[src/rtl/core/qre_sqrt_cell.sv]
// One digit cell of the pipelined integer square root.
// Depends on nothing beyond its parameters.
`default_nettype none
module qre_sqrt_cell #(
    parameter int QUAT_FRAC_BITS = 14,
    parameter int IDX = 0
) (
    input  wire logic                      aclk,
    input  wire logic                      en,
    input  wire logic [4*QUAT_FRAC_BITS:0] n_in,
    input  wire logic [4*QUAT_FRAC_BITS:0] r_in,
    output logic [4*QUAT_FRAC_BITS:0]      n_out,
    output logic [4*QUAT_FRAC_BITS:0]      r_out
);
    localparam int RW = 4 * QUAT_FRAC_BITS + 1;
    localparam logic [RW:0] BIT = (RW + 1)'(1) << (4 * QUAT_FRAC_BITS - 2 * IDX);

    logic [RW-1:0] n_reg, r_reg;
    logic [RW:0] trial;

    assign trial = {1'b0, r_in} + BIT;

    always_ff @(posedge aclk) begin
        if (en) begin
            if ({1'b0, n_in} >= trial) begin
                n_reg <= n_in - trial[RW-1:0];
                r_reg <= (r_in >> 1) + BIT[RW-1:0];
            end else begin
                n_reg <= n_in;
                r_reg <= r_in >> 1;
            end
        end
    end

    assign n_out = n_reg;
    assign r_out = r_reg;

endmodule
`default_nettype wire

[config.mk]
export PLATFORM = sky130hd
export DESIGN_NAME = qre_sqrt_cell
export DESIGN_NICKNAME = d
export VERILOG_FILES = /design/src/rtl/core/qre_sqrt_cell.sv
export SDC_FILE = /design/constraint.sdc
export NUM_CORES = 1
export LEC_CHECK = 0
export BUFFER_PORTS_ARGS = -buffer_cell sky130_fd_sc_hd__buf_2
export CELL_PAD_IN_SITES_DETAIL_PLACEMENT = 1
export CELL_PAD_IN_SITES_GLOBAL_PLACEMENT = 2
export CORE_MARGIN = 4
export CORE_UTILIZATION = 34
export DETAILED_ROUTE_END_ITERATION = 7
export PLACE_DENSITY = 0.84
export SKIP_LAST_GASP = 1
export SLEW_MARGIN = 25
export SYNTH_ARGS = -nofsm -noshare
export SYNTH_HDL_FRONTEND = slang
export SYNTH_SLANG_ARGS = --single-unit
[constraint.sdc]
create_clock -name aclk -period 5.85 [get_ports aclk]
set_clock_uncertainty 0.05 [all_clocks]
set_input_delay 0.585 -clock aclk [delete_from_list [all_inputs] [get_ports aclk]]
set_output_delay 0.585 -clock aclk [all_outputs]
set_load 0.02 [all_outputs]
==> results.md <==
* Effective utilization at floorplan at 34.8%
* Synth Instances at 782
* Post-synth EDFFs at 114
* Min-Delay Path Class: input port to flop
* Post-layout min period at 3.76 ns
* RSZ-0062 raised after global routing: false
* CTS tree: done
* HP Start: r_in[8]
* Port bufs at 229
* Detailed-route via count at 6604
* Crit Path Class: input port to flop
* Avg Cell Area, Syn at 9.78 µm²
* DRC at 0
* Final Total Pwr at around 2.8 mW
* Final setup violation count at 0
* Global-route wire length before repair at between 30 and 40 mm
* Fin crit share at 64.3%
* CTS Hold Bufs at 0
* Synth area leaders: edfxtp_1, ha_1, nand2_1, o21ai_0, a21o_1
* Simple-gate portion of the synthesized area at roughly an eighth
* Top-level port count at 230
* Post-CTS Resized at 0
* Reg clk slew, reported paths at roughly 0.060 ns
* Slew Viols, Final at 0
* Root Buffer: clkbuf_16
* Worst hold margin at 0.296 ns
* Core Rows at 54
* Critical Path Fanout Max at 52
* Pre-Repair DR Iteration Count at 4
* Run status: complete, no violations
* Synth async-reset ratio at 0%
* Synth Cell Area at 0.00765 mm²
* Syn-to-layout area delta at 24.9%
* Crit start category: input port
* Xor and xnor fraction of the mapped netlist area at 5.73%
* Num CTS Buffers at 17
* H-tree depth at 4
* Share of cells above drive strength 1 at between 20% and 30%
* Antenna diodes at 0
* Antenna violations before repair at 2
* Post-synthesis mux area share at between 1 and 1.5%
* Post-synth top area share at 44.8%
* All-Layer GR Usage at 18.7%
* Post-route ant nets at 0
* Placed cell area at 0.00897 mm²
* Hold Path Sink: r_out[7]
* Primary FF master, synth: edfxtp_1
* Fin nets at about 1200
* Hold path depth at 1
* DIE WIDTH at between 150 and 200 µm
* HPWL after DPL at 18.8 mm
* VDD IR max at 193 µV
* Drt total wl at 23.6 mm
* Static Leakage at about 4.4 nW
* Setup_tns at 0 ns
* Pwr Density at 292 mW/mm²
* Syn_nets at approximately 960
* Core area at 0.0220 mm²
* Relative slew slack at 47.8%
* Worst-margin pin slew at 0.783 ns
* Post-DR wirelength/cell at around 18 µm
* Distinct cells, synth at 64
* Setup Buffers After CTS at 0
* Final Non-Filler Cells at 1287
* DIE AREA at around 0.025 mm²
* Clk sinks at approximately 110
* Synth area leader: edfxtp_1
* Worst Path Arrival at 3.88 ns
* Main combinational cell family by area after synthesis: compound AO/OA/AOI/OAI gates
* Post-synthesis compound-gate area fraction at 20.0%
* Req. time, crit path at 5.97 ns
* Yosys warns at 0
* CP Capture Type: flop
* Via density at roughly 5.1
* Placed cell count at 1256
* Max Clk Rate at about 0.27 GHz
* Routability congestion estimate at 0.819
* Global route overflow at 0
* Largest net degree at the start of global routing at 63
* Max capacitance violation total at 0
* Post-route design area at between 0.009 and 0.01 mm²
* Maximum clock path buffer count at 2
* Vias in the first global route at approximately 6900
* Vert. Die Dim at about 160 µm
* Register bit count reported by yosys at 114
* Seq/Total Area, Yosys at 44.8%
* Iteration-0 DRC Markers at 259
* Final hold violations at 0
* Synth Area in Adders at around a tenth
per-layer routing:
| layer | GRT usage (%) | wire length [µm] | vias to the layer above |
|---|---|---|---|
| li1 | - | - | 3270 |
| met2 | 31.3 | 11300 | 175 |
| met4 | 4.59 | 227 | 4 |
| met1 | 24.2 | 10600 | 3133 |
| met3 | 5.00 | 1510 | 22 |
| met5 | 0 | 14 | - |
report_power, final:
group	internal (mW)	total, mW	leakage (nW)	switching [mW]
Combinational	0.264	0.719	3.01	0.456
Clock	0.660	1.05	0.277	0.394
Sequential	0.996	1.02	1.11	0.0201
worst max-delay path, stage by stage:
cell,delay (ns)
buf_2,0.10
inv_1,0.05
ha_1,0.16
inv_1,0.05
fa_1,0.41
a21o_1,0.20
a311oi_1,0.40
or4_1,0.21
a21oi_1,0.10
o2111ai_1,0.20
nand2_1,0.12
and3_1,0.19
a211oi_4,0.19
buf_4,0.46
inv_2,0.12
mux2_1,0.33
cells in the mapped netlist, types with 3 or more instances:
cell and instances:
a211oi_1 8, buf_2 6, nor2_1 22, a21boi_0 3, o21bai_1 10, o21ai_1 11
mux2_4 3, ha_1 58, edfxtp_1 114, and2_1 8, clkbuf_1 24, nand2b_1 5
and4_1 3, a21o_1 36, xnor2_1 23, nand3_1 17, o31ai_1 4, and3_1 8
nand4_1 16, nor2b_1 7, nor4_1 3, inv_1 72, a31oi_1 14, o21ai_0 62
o221ai_1 3, xor2_1 27, buf_6 5, o211ai_1 6, o21a_1 8, a221oi_1 5
a21oi_1 54, nor3_1 6, nand2_1 93
metrics by stage:
step	util, %	worst slack (ns)
final	43.5	2.09
after global routing	43.5	1.81
after detailed placement	40.9	1.65
after global placement	40.9	1.85
after CTS	43.5	2.09
after floorplan	-	2.41
cells by family after synthesis:
family	count (synthesis)
AOI/OAI and AO/OA	242
xor gates and xnor gates	50
adders and majority gates	59
buffers and inverters	111
DFF	114
muxes	7
and+or+nand+nor	199
layout make-up:
cell class / count / area (µm²)
Clock inverter: 12 / 141
Clock buffer: 19 / 433
Sequential cell: 114 / 3420
Timing Repair Buffer: 232 / 1170
Inverter: 73 / 274
Multi-Input combinational cell: 557 / 3750
Fill cell: 2545 / 12400
Tap cell: 280 / 350
flip-flops by register name (all words and copies together) (netlist names):
register  count
r_out        57
n_out        57
layout by cell type (no fill, tap or decap), drive strengths merged, types with 14 or more instances in the layout:
cell type / synthesis / layout
nand4: 16 / 16
nor2: 22 / 22
ha: 58 / 58
a21oi: 54 / 54
a21o: 36 / 36
a31oi: 14 / 14
clkbuf: 24 / 19
nand3: 17 / 17
inv: 73 / 73
o21ai: 73 / 73
xnor2: 23 / 23
nand2: 93 / 93
xor2: 27 / 27
edfxtp: 114 / 114
buf: 14 / 232
worst max path at each step:
stage,from,to,cells after the start
4_1_cts,n_in[0],n_out[14],16
2_1_floorplan,n_in[0],n_out[1],14
3_5_place_dp,n_in[0],n_out[14],16
6_report,n_in[0],n_out[49],16
5_1_grt,n_in[0],n_out[14],16
3_3_place_gp,n_in[0],n_out[49],16
Power figures use the tool's default switching activity.
