File: config.mk
export PLATFORM = sky130hd
export DESIGN_NAME = qre_cordic_cell
export DESIGN_NICKNAME = d
export VERILOG_FILES = /design/src/rtl/core/qre_pkg.sv /design/src/rtl/core/qre_cordic_cell.sv
export SDC_FILE = /design/constraint.sdc
export NUM_CORES = 1
export LEC_CHECK = 0
export ABC_AREA = 1
export BUFFER_PORTS_ARGS = -buffer_cell sky130_fd_sc_hd__buf_2
export CAP_MARGIN = 20
export CELL_PAD_IN_SITES_DETAIL_PLACEMENT = 0
export CELL_PAD_IN_SITES_GLOBAL_PLACEMENT = 1
export CORE_ASPECT_RATIO = 1.4
export CORE_UTILIZATION = 41
export CTS_CLUSTER_DIAMETER = 50
export CTS_CLUSTER_SIZE = 12
export DETAILED_ROUTE_END_ITERATION = 8
export GPL_ROUTABILITY_DRIVEN = 0
export GPL_TIMING_DRIVEN = 0
export PLACE_DENSITY = 0.92
export RECOVER_POWER = 25
export SLEW_MARGIN = 20
export SYNTH_ARGS = -nofsm -noshare
export SYNTH_HDL_FRONTEND = slang
export SYNTH_SLANG_ARGS = --single-unit
File: constraint.sdc
create_clock -name aclk -period 2.35 [get_ports aclk]
set_input_delay 0.1175 -clock aclk [delete_from_list [all_inputs] [get_ports aclk]]
set_output_delay 0.1175 -clock aclk [all_outputs]
set_load 0.01 [all_outputs]
File: src/rtl/core/qre_pkg.sv
// Shared types, constants and helper functions of the quaternion to Euler converter.
// No dependencies; the front end, the CORDIC cell and the top level import this package.
`default_nettype none
package qre_pkg;

    // Width of the CORDIC x/y datapath, set by the 16-bit quaternion fields.
    localparam int XYW = 38;
    // Width of the angle accumulator, degrees in Q16.
    localparam int ZW = 26;
    localparam int ATAN_LEN = 24;
    localparam int DEG90_Q16 = 5898240;
    localparam int DEG180_Q7 = 23040;
    localparam int DEG90_Q7 = 11520;
    localparam int Q7_ROUND = 256;
    localparam int Q7_SHIFT = 9;

    // Configuration register indexes.
    localparam logic [7:0] REG_ACCEPTED_CHANNEL = 8'd0;
    localparam logic [7:0] REG_ACCEPTED_REPORT = 8'd1;
    localparam logic [7:0] RST_ACCEPTED_CHANNEL = 8'd3;
    localparam logic [7:0] RST_ACCEPTED_REPORT = 8'd5;

    typedef logic signed [XYW-1:0] xy_t;
    typedef logic signed [ZW-1:0] ang_t;

    typedef struct packed {
        logic vld;
        logic match;
        logic stream;
    } qre_ctl_t;

    typedef struct packed {
        xy_t  x;
        xy_t  y;
        ang_t z;
    } qre_vec_t;

    typedef struct packed {
        logic signed [15:0] yaw;
        logic signed [14:0] pitch;
        logic signed [15:0] roll;
        logic               streaming;
        logic               angles_valid;
    } qre_res_t;

    // round(atan(2^-n) in degrees * 65536)
    localparam ang_t ATAN_TAB [ATAN_LEN] = '{
        ang_t'(2949120), ang_t'(1740967), ang_t'(919879), ang_t'(466945),
        ang_t'(234379), ang_t'(117304), ang_t'(58666), ang_t'(29335),
        ang_t'(14668), ang_t'(7334), ang_t'(3667), ang_t'(1833),
        ang_t'(917), ang_t'(458), ang_t'(229), ang_t'(115),
        ang_t'(57), ang_t'(29), ang_t'(14), ang_t'(7),
        ang_t'(4), ang_t'(2), ang_t'(1), ang_t'(0)
    };

    // Turn a left half-plane vector by 90 degrees toward the positive x axis.
    function automatic qre_vec_t qre_prerot(input xy_t x, input xy_t y);
        qre_vec_t res;
        res.x = x;
        res.y = y;
        res.z = '0;
        if (x < 0) begin
            if (y >= 0) begin
                res.x = y;
                res.y = -x;
                res.z = ang_t'(DEG90_Q16);
            end else begin
                res.x = -y;
                res.y = x;
                res.z = -ang_t'(DEG90_Q16);
            end
        end
        return res;
    endfunction

    // Q16 degrees to Q7 with round half up, then clamp to +-lim.
    function automatic ang_t qre_to_q7(input ang_t z, input ang_t lim);
        ang_t v;
        v = (z + ang_t'(Q7_ROUND)) >>> Q7_SHIFT;
        if (v > lim) begin
            v = lim;
        end
        if (v < -lim) begin
            v = -lim;
        end
        return v;
    endfunction

endpackage
`default_nettype wire

File: src/rtl/core/qre_cordic_cell.sv
// One vectoring stage of the atan2 CORDIC chain.
// Depends on qre_pkg for the vector type and the arctangent table.
`default_nettype none
module qre_cordic_cell #(
    parameter int IDX = 0
) (
    input  wire logic               aclk,
    input  wire logic               en,
    input  wire qre_pkg::qre_vec_t  vec_in,
    output qre_pkg::qre_vec_t       vec_out
);
    import qre_pkg::*;

    qre_vec_t vec_reg;
    xy_t dx, dy;

    assign dx = vec_in.y >>> IDX;
    assign dy = vec_in.x >>> IDX;

    always_ff @(posedge aclk) begin
        if (en) begin
            // steer by the sign of y: y >= 0 rotates clockwise
            if (vec_in.y >= 0) begin
                vec_reg.x <= vec_in.x + dx;
                vec_reg.y <= vec_in.y - dy;
                vec_reg.z <= vec_in.z + ATAN_TAB[IDX];
            end else begin
                vec_reg.x <= vec_in.x - dx;
                vec_reg.y <= vec_in.y + dy;
                vec_reg.z <= vec_in.z - ATAN_TAB[IDX];
            end
        end
    end

    assign vec_out = vec_reg;

endmodule
`default_nettype wire

==> impl_metrics.env <==
export IMPL_synth_top_area_share=0.242
export IMPL_ioPinCount=206
export IMPL_synth_seq_cells=101
export IMPL_yosys_cell_types_count=51
export IMPL_grt_pass1_wl_mm=66.7
export IMPL_hold_class="input pin to flip-flop"
export IMPL_largest_reg_flops=101
export IMPL_ys_seq_area_frac=0.242
export IMPL_chipWidth_um=150
export IMPL_routed_wl_mm=44.2
export IMPL_p_leak_nw=7.88
export IMPL_hold_viol=0
export IMPL_viasPerCell=5.20
export IMPL_cap_violations=1
export IMPL_std_cell_rows=75
export IMPL_power_density_nw_per_um2=488
export IMPL_ant_nets=0
export IMPL_ys_warn_count=0
export IMPL_cts_buffers=9
export IMPL_worstSetupPathType="input pin to flip-flop"
export IMPL_vias=13400
export IMPL_crit_required_ns=2.46
export IMPL_crit_path_end_kind="flip-flop"
export IMPL_clkTransAtPathRegs_ns=0.09
export IMPL_fin_util=0.484
export IMPL_clockBufferDepth=2
export IMPL_status="finished with violations"
export IMPL_synth_edf_count=101
export IMPL_place_hpwl_mm=37.0
export IMPL_setup_tns_ns=0
export IMPL_final_area_sq_um=14500
export IMPL_io_buffers=205
export IMPL_syn_to_final_growth_pct=16.0
export IMPL_fmax_mhz=472
export IMPL_synth_area_top_cells="edfxtp_1 24%, nand2_1 19%, ha_1 11%, inv_1 10%, nand3_1 6.5%"
export IMPL_yosysTopAreaCell="edfxtp_1"
export IMPL_irDropWorstVdd_mv=0.297
export IMPL_fill_cells=3197
export IMPL_dieArea_sq_um=31300
export IMPL_dp_cells=2548
export IMPL_grt_pass1_vias=12800
export IMPL_timing_hold_ws_ns=0.0280
export IMPL_synthArstFlopShare=0
export IMPL_synth_top_flop_cell="edfxtp_1"
export IMPL_nets=2412
export IMPL_start_util=0.417
export IMPL_place_area_sq_um=14100
export IMPL_drt_wirelength_per_cell_um=17.1
export IMPL_path_max_fanout=8
export IMPL_dp_slack_ns=-0.0583
export IMPL_instances_no_fill=2580
export IMPL_cts_setup_buffers=0
export IMPL_syn_inst=1957
export IMPL_drcViolationCount=0
export IMPL_worst_pin_slew_ns=1.67
export IMPL_rsz0062_at_grt="false"
export IMPL_synthesis_nets=2179
export IMPL_start_kind="input pin"
export IMPL_overflow=0
export IMPL_cts_root_buffer="clkbuf_16"
export IMPL_slew_violations=28
export IMPL_worstPathArrival_ns=2.23
export IMPL_drt_pass1_iter_count=5
export IMPL_core_sq_um=30000
export IMPL_fin_ws_ns=0.230
export IMPL_power_mw=7.09
export IMPL_diodes=0
export IMPL_period_needed_ns=2.12
export IMPL_cts_sinks=101
export IMPL_antenna_found_initial=0
export IMPL_syn_avg_cell_area_sq_um=6.40
export IMPL_drt_iter0_drc=995
export IMPL_drive_gt1_frac=0.174
export IMPL_slew_headroom=-0.112
export IMPL_finalCritPeriodShare=0.902
export IMPL_grt_usage=0.284
export IMPL_htree_num_levels=3
export IMPL_die_h_um=209
export IMPL_synthesis_area_sq_um=12500
export IMPL_grt_max_degree=75
export IMPL_tritoncts="done"
export IMPL_violations="max-capacitance violations, max-slew violations"
export IMPL_setup_viol_count_final=0
## cells in the mapped netlist, types with 3 or more instances
| cell type | instances |
|---|---|
| a31oi_1 | 3 |
| buf_4 | 24 |
| o21ai_0 | 66 |
| o21bai_2 | 4 |
| o21ai_2 | 6 |
| a21oi_1 | 109 |
| nand2_2 | 26 |
| nand2_4 | 3 |
| nor2_4 | 7 |
| a21oi_2 | 9 |
| ha_1 | 115 |
| a21o_1 | 4 |
| o21bai_1 | 16 |
| xor2_1 | 34 |
| buf_2 | 12 |
| nor2_1 | 152 |
| and2_1 | 5 |
| nor2_2 | 26 |
| nand2_1 | 632 |
| nand3_1 | 162 |
| o21ai_1 | 11 |
| o22ai_1 | 12 |
| nor3_1 | 9 |
| nand4_1 | 8 |
| inv_1 | 336 |
| buf_6 | 9 |
| nand3_2 | 7 |
| edfxtp_1 | 101 |
| fa_1 | 3 |
| inv_2 | 14 |
| clkbuf_1 | 5 |
## final cells by class
type / count / area (sq um) / share of cell area
buffer: 51 / 365 / 0.0251
clock buffer: 9 / 225 / 0.0155
sequential: 101 / 3030 / 0.209
tap: 385 / 482 / 0.0332
inverter: 350 / 1310 / 0.0904
timing repair buffer: 222 / 1210 / 0.0834
multi-input combinational: 1455 / 7810 / 0.538
clock inverter: 7 / 86.3 / 0.00594
## timing repair
action,in CTS,in global routing
gates resized for setup,0,0
endpoints found under the hold margin,16,0
hold buffers,16,0
endpoints found under the setup margin,0,0
## kinds of logic (layout without fill, tap and decap cells)
family                   Yosys count  after routing  synth area share
multiplexers                       1              1          0.000799
AND/OR/NAND/NOR                 1051           1051             0.361
XOR/XNOR                          36             36            0.0264
buffers and inverters            401            639             0.134
AO/OA/AOI/OAI                    249            249             0.116
flip-flops                       101            101             0.242
adder cells (fa/ha/maj)          118            118             0.120
## final timing paths
kind                   start           end  slack, ns  cells past startpoint
setup / recovery  vec_in[41]  vec_out[100]       0.23                     12
hold / removal    vec_in[16]   vec_out[16]       0.03                      2
## power by group
group / internal (mW) / total [mW] / switching [mW] / leakage, nW
clock network: 0.763 / 1.57 / 0.811 / 0.151
logic: 1.06 / 3.17 / 2.11 / 6.74
registers: 2.29 / 2.35 / 0.0541 / 0.987
## cell usage in the layout, fill, tap and decap left out, drive strengths merged
cell / synthesis / routed
o22ai: 12 / 12
and2: 7 / 7
ha: 115 / 115
mux2i: 1 / 1
buf: 45 / 249
edfxtp: 101 / 101
clkinv: 0 / 4
fa: 3 / 3
o21ai: 83 / 83
xor2: 36 / 36
a31oi: 3 / 3
o21a: 1 / 1
nor2: 186 / 186
nand3b: 1 / 1
clkbuf: 6 / 17
inv: 350 / 353
dlygate4sd3: 0 / 16
a21o: 4 / 4
o211ai: 3 / 3
a311oi: 1 / 1
nor3: 12 / 12
or2: 5 / 5
o21bai: 22 / 22
nand4: 8 / 8
a21boi: 2 / 2
nand3: 169 / 169
and3: 1 / 1
nand2: 662 / 662
a21oi: 118 / 118
## worst max-delay path: stages
cell and delay [ns]:
buf_2 0.16, inv_1 0.06, ha_1 0.28, clkbuf_2 0.19, a21oi_1 0.29, o21ai_0 0.23, a21oi_1 0.33, nand2_1 0.09
nand2_1 0.14, nand3_1 0.09, nand3_1 0.10, nand2_1 0.14
## metal layers
metal | track usage | vias to the layer above | share of wire
li1 | - | 6606 | -
met1 | 0.323 | 6098 | 0.38
met2 | 0.497 | 564 | 0.49
met3 | 0.0275 | 136 | 0.061
met4 | 0.191 | 0 | 0.068
met5 | 0 | - | 0
(Power assumes the default switching activity.)
